`config.mk`:
```
export PLATFORM = sky130hd
export DESIGN_NAME = priority_mailbox_queues
export DESIGN_NICKNAME = d
export VERILOG_FILES = /design/src/rtl/pmq_pkg.sv /design/src/rtl/priority_mailbox_queues.sv
export SDC_FILE = /design/constraint.sdc
export NUM_CORES = 2
export LEC_CHECK = 0
export ABC_CLOCK_PERIOD_IN_PS = 7950
export CAP_MARGIN = 5
export CORE_AREA = 2 2 485 487
export CTS_CLUSTER_DIAMETER = 100
export DETAILED_ROUTE_END_ITERATION = 10
export DIE_AREA = 0 0 487 489
export DONT_BUFFER_PORTS = 1
export HOLD_SLACK_MARGIN = 0.03
export PLACE_DENSITY = 0.62
export REMOVE_ABC_BUFFERS = 1
export SLEW_MARGIN = 20
export SYNTH_ARGS = -nofsm -noshare
export SYNTH_HDL_FRONTEND = slang
export SYNTH_SLANG_ARGS = --single-unit
```
`constraint.sdc`:
```
create_clock -name clk -period 7.95 [get_ports clk]
set_input_delay 0.795 -clock clk [delete_from_list [all_inputs] [get_ports clk]]
set_output_delay 0.795 -clock clk [all_outputs]
set_load 0.1 [all_outputs]
```
`src/rtl/pmq_pkg.sv`:
```
package pmq_pkg;

  // Handle width is fixed by the payload fields
  localparam int HANDLE_BITS = 32;
  // Number of cap registers; queues beyond these have no cap
  localparam int NUM_CAPS = 4;
  localparam int CFG_INDEX_BITS = 3;
  localparam int CFG_DATA_BITS = 5;

  // Register indexes on the write port
  localparam logic [CFG_INDEX_BITS-1:0] REG_OPEN = 3'd0;
  localparam logic [CFG_INDEX_BITS-1:0] REG_CAP0 = 3'd1;

  typedef enum logic {
    OP_SEND = 1'b0,
    OP_RECV = 1'b1
  } op_t;

  typedef enum logic [1:0] {
    ST_OK     = 2'd0,
    ST_CLOSED = 2'd1,
    ST_FULL   = 2'd2,
    ST_EMPTY  = 2'd3
  } status_t;

  typedef struct packed {
    op_t                    operation;
    logic [HANDLE_BITS-1:0] message_handle;
    logic [2:0]             priority_req;
  } pmq_cmd_t;

  typedef struct packed {
    status_t                status;
    logic [HANDLE_BITS-1:0] handle_out;
    logic [1:0]             queue_index;
    logic [4:0]             queue_count;
    logic [6:0]             total_count;
    logic                   pending;
  } pmq_rsp_t;

endpackage

```
`src/rtl/priority_mailbox_queues.sv`:
```
// The result of an operation is strobed on done in the cycle after it is accepted.
// Throughput: one send or receive per cycle; busy stays low, each operation makes at most one
// store write or one store read, done through a single registered memory port pair.
// The receiver cannot stall: each result is valid for exactly one cycle.
// Reset (synchronous): pointers and counts cleared, mailbox closed, caps zero; the
// message store is not cleared, only written entries are ever read.
module priority_mailbox_queues #(
  parameter int LEVELS      = 4,
  parameter int QUEUE_DEPTH = 16
) (
  input  logic                                clk,
  input  logic                                rst,
  input  logic                                start,
  output logic                                busy,
  input  pmq_pkg::pmq_cmd_t                   cmd,
  output logic                                done,
  output pmq_pkg::pmq_rsp_t                   result,
  input  logic                                cfg_we,
  input  logic [pmq_pkg::CFG_INDEX_BITS-1:0]  cfg_index,
  input  logic [pmq_pkg::CFG_DATA_BITS-1:0]   cfg_data
);
  import pmq_pkg::*;

  localparam int STORE_SIZE = LEVELS * QUEUE_DEPTH;
  localparam int AW   = $clog2(STORE_SIZE);
  localparam int QW   = $clog2(LEVELS);
  localparam int PW   = $clog2(QUEUE_DEPTH);
  localparam int CW   = $clog2(QUEUE_DEPTH + 1);
  localparam int TW   = $clog2(STORE_SIZE + 1);
  localparam int CMPW = (CW > CFG_DATA_BITS) ? CW : CFG_DATA_BITS;

  // Configuration registers
  logic                     open;
  logic [CFG_DATA_BITS-1:0] caps [NUM_CAPS];

  // Queue state
  logic [PW-1:0] heads [LEVELS];
  logic [PW-1:0] tails [LEVELS];
  logic [CW-1:0] counts [LEVELS];
  logic [TW-1:0] total;
  logic [PW-1:0] heads_next [LEVELS];
  logic [PW-1:0] tails_next [LEVELS];
  logic [CW-1:0] counts_next [LEVELS];
  logic [TW-1:0] total_next;

  // Message store
  logic [HANDLE_BITS-1:0] store [STORE_SIZE];
  logic [HANDLE_BITS-1:0] rd_data;

  // Result registers
  status_t       res_status;
  logic [QW-1:0] res_queue;
  logic [CW-1:0] res_count;
  logic [TW-1:0] res_total;
  logic          res_pop;

  // Decode outputs
  logic          accept;
  status_t       status_c;
  logic [QW-1:0] queue_c;
  logic          wr_en;
  logic          pop;
  logic [AW-1:0] wr_addr;
  logic [AW-1:0] rd_addr;

  function automatic logic [PW-1:0] advance(input logic [PW-1:0] p);
    logic [PW-1:0] r;
    if (p == PW'(QUEUE_DEPTH - 1)) r = '0;
    else r = p + 1'b1;
    return r;
  endfunction

  // Every cycle takes a new operation
  assign busy   = 1'b0;
  assign accept = start && !busy;

  // Decode one operation against the current queue state
  always_comb begin
    logic                     found;
    logic [QW-1:0]            sel_q;
    logic [QW-1:0]            send_q;
    logic [CFG_DATA_BITS-1:0] cap;
    logic                     bad_prio;
    logic                     at_limit;
    found    = 1'b0;
    sel_q    = '0;
    cap      = '0;
    heads_next  = heads;
    tails_next  = tails;
    counts_next = counts;
    total_next  = total;
    status_c = ST_OK;
    queue_c  = '0;
    wr_en    = 1'b0;
    pop      = 1'b0;
    // lowest-numbered non-empty queue
    for (int i = 0; i < LEVELS; i++) begin
      if (!found && counts[i] != '0) begin
        found = 1'b1;
        sel_q = QW'(i);
      end
    end
    send_q   = QW'(LEVELS - int'(cmd.priority_req));
    bad_prio = (cmd.priority_req == 3'd0) || (int'(cmd.priority_req) > LEVELS);
    for (int j = 0; j < NUM_CAPS; j++) begin
      if (int'(send_q) == j) cap = caps[j];
    end
    at_limit = 1'b0;
    if (!open) begin
      status_c = ST_CLOSED;
    end else if (cmd.operation == OP_SEND) begin
      if (bad_prio) begin
        status_c = ST_FULL;
      end else begin
        queue_c  = send_q;
        at_limit = (cap != '0 && CMPW'(counts[send_q]) >= CMPW'(cap)) ||
                   (counts[send_q] >= CW'(QUEUE_DEPTH));
        if (at_limit) begin
          status_c = ST_FULL;
        end else begin
          wr_en = 1'b1;
          tails_next[send_q]  = advance(tails[send_q]);
          counts_next[send_q] = counts[send_q] + 1'b1;
          total_next          = total + 1'b1;
        end
      end
    end else if (found) begin
      queue_c = sel_q;
      pop     = 1'b1;
      heads_next[sel_q]  = advance(heads[sel_q]);
      counts_next[sel_q] = counts[sel_q] - 1'b1;
      total_next         = total - 1'b1;
    end else begin
      status_c = ST_EMPTY;
    end
  end

  // Store addresses: queue base plus pointer
  assign wr_addr = AW'(queue_c) * AW'(QUEUE_DEPTH) + AW'(tails[queue_c]);
  assign rd_addr = AW'(queue_c) * AW'(QUEUE_DEPTH) + AW'(heads[queue_c]);

  // Store write and registered read
  always_ff @(posedge clk) begin
    if (accept && wr_en) store[wr_addr] <= cmd.message_handle;
    if (accept && pop) rd_data <= store[rd_addr];
  end

  // Control state and configuration
  always_ff @(posedge clk) begin
    if (rst) begin
      open  <= 1'b0;
      done  <= 1'b0;
      total <= '0;
      for (int j = 0; j < NUM_CAPS; j++) caps[j] <= '0;
      for (int i = 0; i < LEVELS; i++) begin
        heads[i]  <= '0;
        tails[i]  <= '0;
        counts[i] <= '0;
      end
    end else begin
      if (cfg_we) begin
        if (cfg_index == REG_OPEN) begin
          open <= cfg_data[0];
        end else if (cfg_index >= REG_CAP0 &&
                     int'(cfg_index) < int'(REG_CAP0) + NUM_CAPS) begin
          for (int j = 0; j < NUM_CAPS; j++) begin
            if (int'(cfg_index) - int'(REG_CAP0) == j) caps[j] <= cfg_data;
          end
        end
      end
      done <= accept;
      if (accept) begin
        heads  <= heads_next;
        tails  <= tails_next;
        counts <= counts_next;
        total  <= total_next;
      end
    end
  end

  // Result beat registers
  always_ff @(posedge clk) begin
    if (accept) begin
      res_status <= status_c;
      res_queue  <= queue_c;
      res_count  <= (status_c == ST_OK || (status_c == ST_FULL && !(cmd.priority_req == 3'd0 ||
                    int'(cmd.priority_req) > LEVELS))) ? counts_next[queue_c] : '0;
      res_total  <= total_next;
      res_pop    <= pop;
    end
  end

  assign result.status      = res_status;
  assign result.handle_out  = res_pop ? rd_data : '0;
  assign result.queue_index = 2'(res_queue);
  assign result.queue_count = 5'(res_count);
  assign result.total_count = 7'(res_total);
  assign result.pending     = (res_total != '0);

  // Every accepted operation yields one beat in the next cycle
  a_done_follows: assert property (@(posedge clk) disable iff (rst)
    (accept && !rst) |=> done) else $error("missing result beat");

  // Total never exceeds the store size
  a_total_bound: assert property (@(posedge clk) disable iff (rst)
    int'(total) <= STORE_SIZE) else $error("total count overflow");

  // A stored send grows the total by exactly one
  a_send_incr: assert property (@(posedge clk) disable iff (rst)
    (accept && wr_en) |=> (total == $past(total) + 1'b1)) else $error("send count slip");

  // Empty report only when nothing is held
  a_empty_total: assert property (@(posedge clk) disable iff (rst)
    (done && result.status == ST_EMPTY) |-> (res_total == '0 && !result.pending))
    else $error("empty reported with messages held");

endmodule
```
==> summary.md <==
| Metric | Value |
|---|---|
| Status | `finished, final reports clean` |
| Final Wtd Congestion | `0.877` |
| Vias after detailed routing | `63400` |
| Worst Reg2Reg Path Length in Cells | `12` |
| Final wirelength | `309000 um` |
| CTS resizes | `0` |
| Register-to-Register Setup Slack | `1.44 ns` |
| Hold Vio Cnt, Final | `0` |
| CTS H-tree lvls | `4` |
| Worst-path clk slew | `about 0.06 ns` |
| Initial antenna violation count | `21` |
| Clock Latency Late Sink | `about 0.89 ns` |
| Starting Density | `39.7%` |
| Post-synthesis register bit count | `about 2200` |
| CP Capture Type | `register` |
| Area of the die | `238000 um2` |
| Fin Clk Skew | `0.0543 ns` |
| CP bufs+invs | `2` |
| Final core occ | `45.2%` |
| Max-slew violations | `0` |
| Die X-Extent | `roughly 500 um` |
| Final ANT Viol Nets | `0` |
| Top_reg_cell synth | `edfxtp_1` |
| Worst r2r src | `counts[0]` |
| Slowest cell on crit path | `nor4_1` |
| Synth Area in Adders | `0.229%` |
| Share of cells above drive strength 1 | `between 10% and 20%` |
| CP max stage delay | `1.04 ns` |
| Metal1 wirelength | `123000 um` |
| DP Worst Slack | `1.30 ns` |
| RSZ-0062 raised after global routing | `false` |
| Vias in the first global route | `60100` |
| Largest family of logic cells by synthesized area | `compound AO/OA/AOI/OAI gates` |
| Simple-gate share of the synthesized area | `around 9.9%` |
| Slew HR | `21.2%` |
| I/O pin count | `99` |
| Deepest clock path buffer count | `3` |
| Synth top area cells | `edfxtp_1 69%, mux2i_1 4.0%, nand3_1 3.4%` |
| # fillers | `20300` |
| Max Cap Viol | `0` |
| Mapped Area | `92800 um2` |
| Crit-path cells | `or4_1 > or4_4 > a21o_1 > nand2_1 > buf_4 > inv_1 > and4_1 > nand2_2 > o22ai_1 > nor4_1 > nand4_1 > or4_1` |
| Residual DRC count | `0` |
| CTS tree | `done` |
| Die Span Y | `489 um` |
| Share of the synthesized area in the top cell type | `68.5%` |
| Placed Area | `97200 um2` |
| Sequential area share after synthesis | `69.8%` |
| Setup crit start kind | `register` |
| Largest net degree at the start of global routing | `around 190` |
| Post-CTS Setup Inserts | `0` |
| Rows | `approximately 180` |
| Final Power | `~0.024 W` |
| Worst slew pin tran | `1.17 ns` |
| Cell taking the most area after synthesis | `edfxtp_1` |
| Final instance area | `~110000 um2` |
| RR Endpoint | `rd_data[17]` |
| Synth Area in Compound Gates | `between 10% and 20%` |
| Hpwl dp | `166000 um` |
| First-pass GRT wire length | `439000 um` |
| CP top delay family | `simple AND/OR/NAND/NOR gates` |
| Global route overflow | `0` |
| WHS Endpoint | `store[41][17]` |
| Worst endpoint data arrival time | `7.13 ns` |
| PwrDens | `225 nW/um2` |
| Critical path required time | `8.56 ns` |
| First DRT Iteration DRCs | `roughly 9600` |
| Synth Area in XOR/XNOR | `less than 1%` |
| Hold Startpoint | `cmd[20]` |
| Cells after synthesis | `6709` |
| Met2 Wirelength | `140000 um` |
| P&R area growth vs syn | `13.8%` |
| Maximum vdd drop | `0.229 mV` |
| Hold Path Class | `in2reg` |
| Leakage dissipation | `36.3 nW` |
| Final Cycle Share | `81.9%` |
| CP max FO | `21` |
| Footprint of the multi-input gates | `roughly 26000 um2` |
| Hold bufs inserted after CTS | `71` |
| Min Tclk post-route | `about 6.5 ns` |
| I/O Buffers | `0` |
| Routed wl met3 | `33700 um` |
| Final #Nets | `6716` |
| YS warnings | `0` |
| CTS root buffer | `clkbuf_16` |
| Via-to-Cell Ratio | `6.40` |
| Synthesized area per cell | `13.8 um2` |
| Netlist cell types | `78` |
| Hold path cells | `0` |
| Area of the core | `234000 um2` |
| Final setup viols | `0` |
| Crit path kind | `reg2reg` |
| Register area | `64800 um2` |
| Wirelength per Cell | `31.2 um` |
| Final worst slack | `1.44 ns` |
| Fmax | `153 MHz` |
| Post-synthesis mux area share | `under 10%` |
| Clock sink count | `2178` |
| GRT Resource Usage Total | `between 20% and 30%` |
| DR pass1 iterations | `8` |
| Cell mode on critical path | `or4_1` |
| DR top layer | `met4` |
| Post-synth EDFFs | `2117` |
| TritonCTS Buffers | `224` |
| Async set or reset register ratio after synthesis | `0%` |
-- worst max-delay path by stage --
stage          startpoint             to  slack, ns  depth (start not counted)
3_3_place_gp       cmd[0]    rd_data[26]       1.43                         12
3_5_place_dp       cmd[0]  store[20][16]       1.30                         15
4_1_cts        counts[10]     rd_data[8]       1.66                         14
6_report        counts[0]    rd_data[17]       1.44                         12
2_1_floorplan     cmd[35]    rd_data[10]     -27.05                         11
5_1_grt        counts[10]     rd_data[8]       1.39                         14
-- placed cells by master (no fill, tap or decap), types with 30 or more instances in the layout --
master and instances:
a211oi_1 84, a21o_1 55, a21oi_1 184, a221oi_1 45, a31oi_1 150, a32o_1 34, and2_1 61, and3_1 63
and4_1 56, buf_12 52, buf_4 201, clkbuf_1 49, clkbuf_16 227, clkinv_1 57, clkinv_2 42, dfxtp_1 61
dlygate4sd3_1 30, edfxtp_1 2117, inv_1 36, mux2_2 50, mux2i_1 371, nand2_1 355, nand3_1 627, nand4_1 100
nor2_1 100, nor2_4 70, nor3_1 72, nor3b_1 114, nor4_1 46, o211a_1 52, o211ai_1 277, o21ai_0 432
o221ai_1 36, o22a_1 37, o22ai_1 63, or4_1 33
-- cell type report --
| class | count | area share [%] |
|---|---|---|
| clock buffers | 279 | 5.59 |
| clock inverters | 137 | 1.18 |
| repair buffers | 306 | 3.21 |
| inverters | 37 | 0.136 |
| diodes | 4 | 0.00948 |
| multi-input cells | 3904 | 24.9 |
| well taps | 3060 | 3.63 |
| flip-flops and latches | 2178 | 61.4 |
-- worst reg2reg max path, stage by stage (launching register included) --
cell,delay (ns)
dfxtp_1,0.40
or4_1,0.60
or4_4,0.56
a21o_1,0.27
nand2_1,0.21
buf_4,0.25
inv_1,0.34
and4_1,0.38
nand2_2,0.55
o22ai_1,0.28
nor4_1,1.04
nand4_1,0.69
or4_1,0.69
-- cell usage after synthesis, types with 62 or more instances --
cell      count
o21ai_0     432
and3_1       64
o211ai_1    277
a211oi_1     84
nor3b_1     114
nand3_1     632
a21oi_1     186
nand4_1     100
clkbuf_1    464
edfxtp_1   2117
mux2i_1     371
nor3_1       76
nand2_1     359
nor2_1      170
buf_2        62
a31oi_1     150
o22ai_1      64
-- where the power goes --
part	switching, W	total [W]	internal, W
registers	0.0000398	0.0126	0.0126
clock network	0.00453	0.0103	0.00581
logic	0.000547	0.000726	0.000179
total	0.00511	0.0237	0.0186
-- layer usage --
layer / GRT usage, % / vias up
li1: - / 26700
met4: 9.68 / 0
met5: 0 / -
met1: 35.0 / 32200
met2: 38.7 / 3891
met3: 5.24 / 626
-- state kept, by name, summed over array words and instances (netlist names) --
signal	count
store	2048
rd_data	32
caps	20
counts	20
heads	16
tails	16
res_total	7
total	7
res_count	5
res_queue	2
res_status	2
done	1
open	1
res_pop	1
-- through the flow --
stage          hold WS, ns   TNS, ns  instances
3_3_place_gp         0.455         0       9405
2_1_floorplan        0.439  -9851.97       6119
3_5_place_dp         0.462         0       9411
6_report            0.0616         0       9905
4_1_cts             0.0310         0       9898
5_1_grt             0.0324         0       9902
-- cell families after synthesis --
group | count (synthesis)
other cells | 1
xor+xnor | 21
mux | 431
compound gates | 1666
fa+ha+maj | 17
simple gates | 1768
buf+inv | 627
flops | 2178
(Power assumes the default switching activity.)
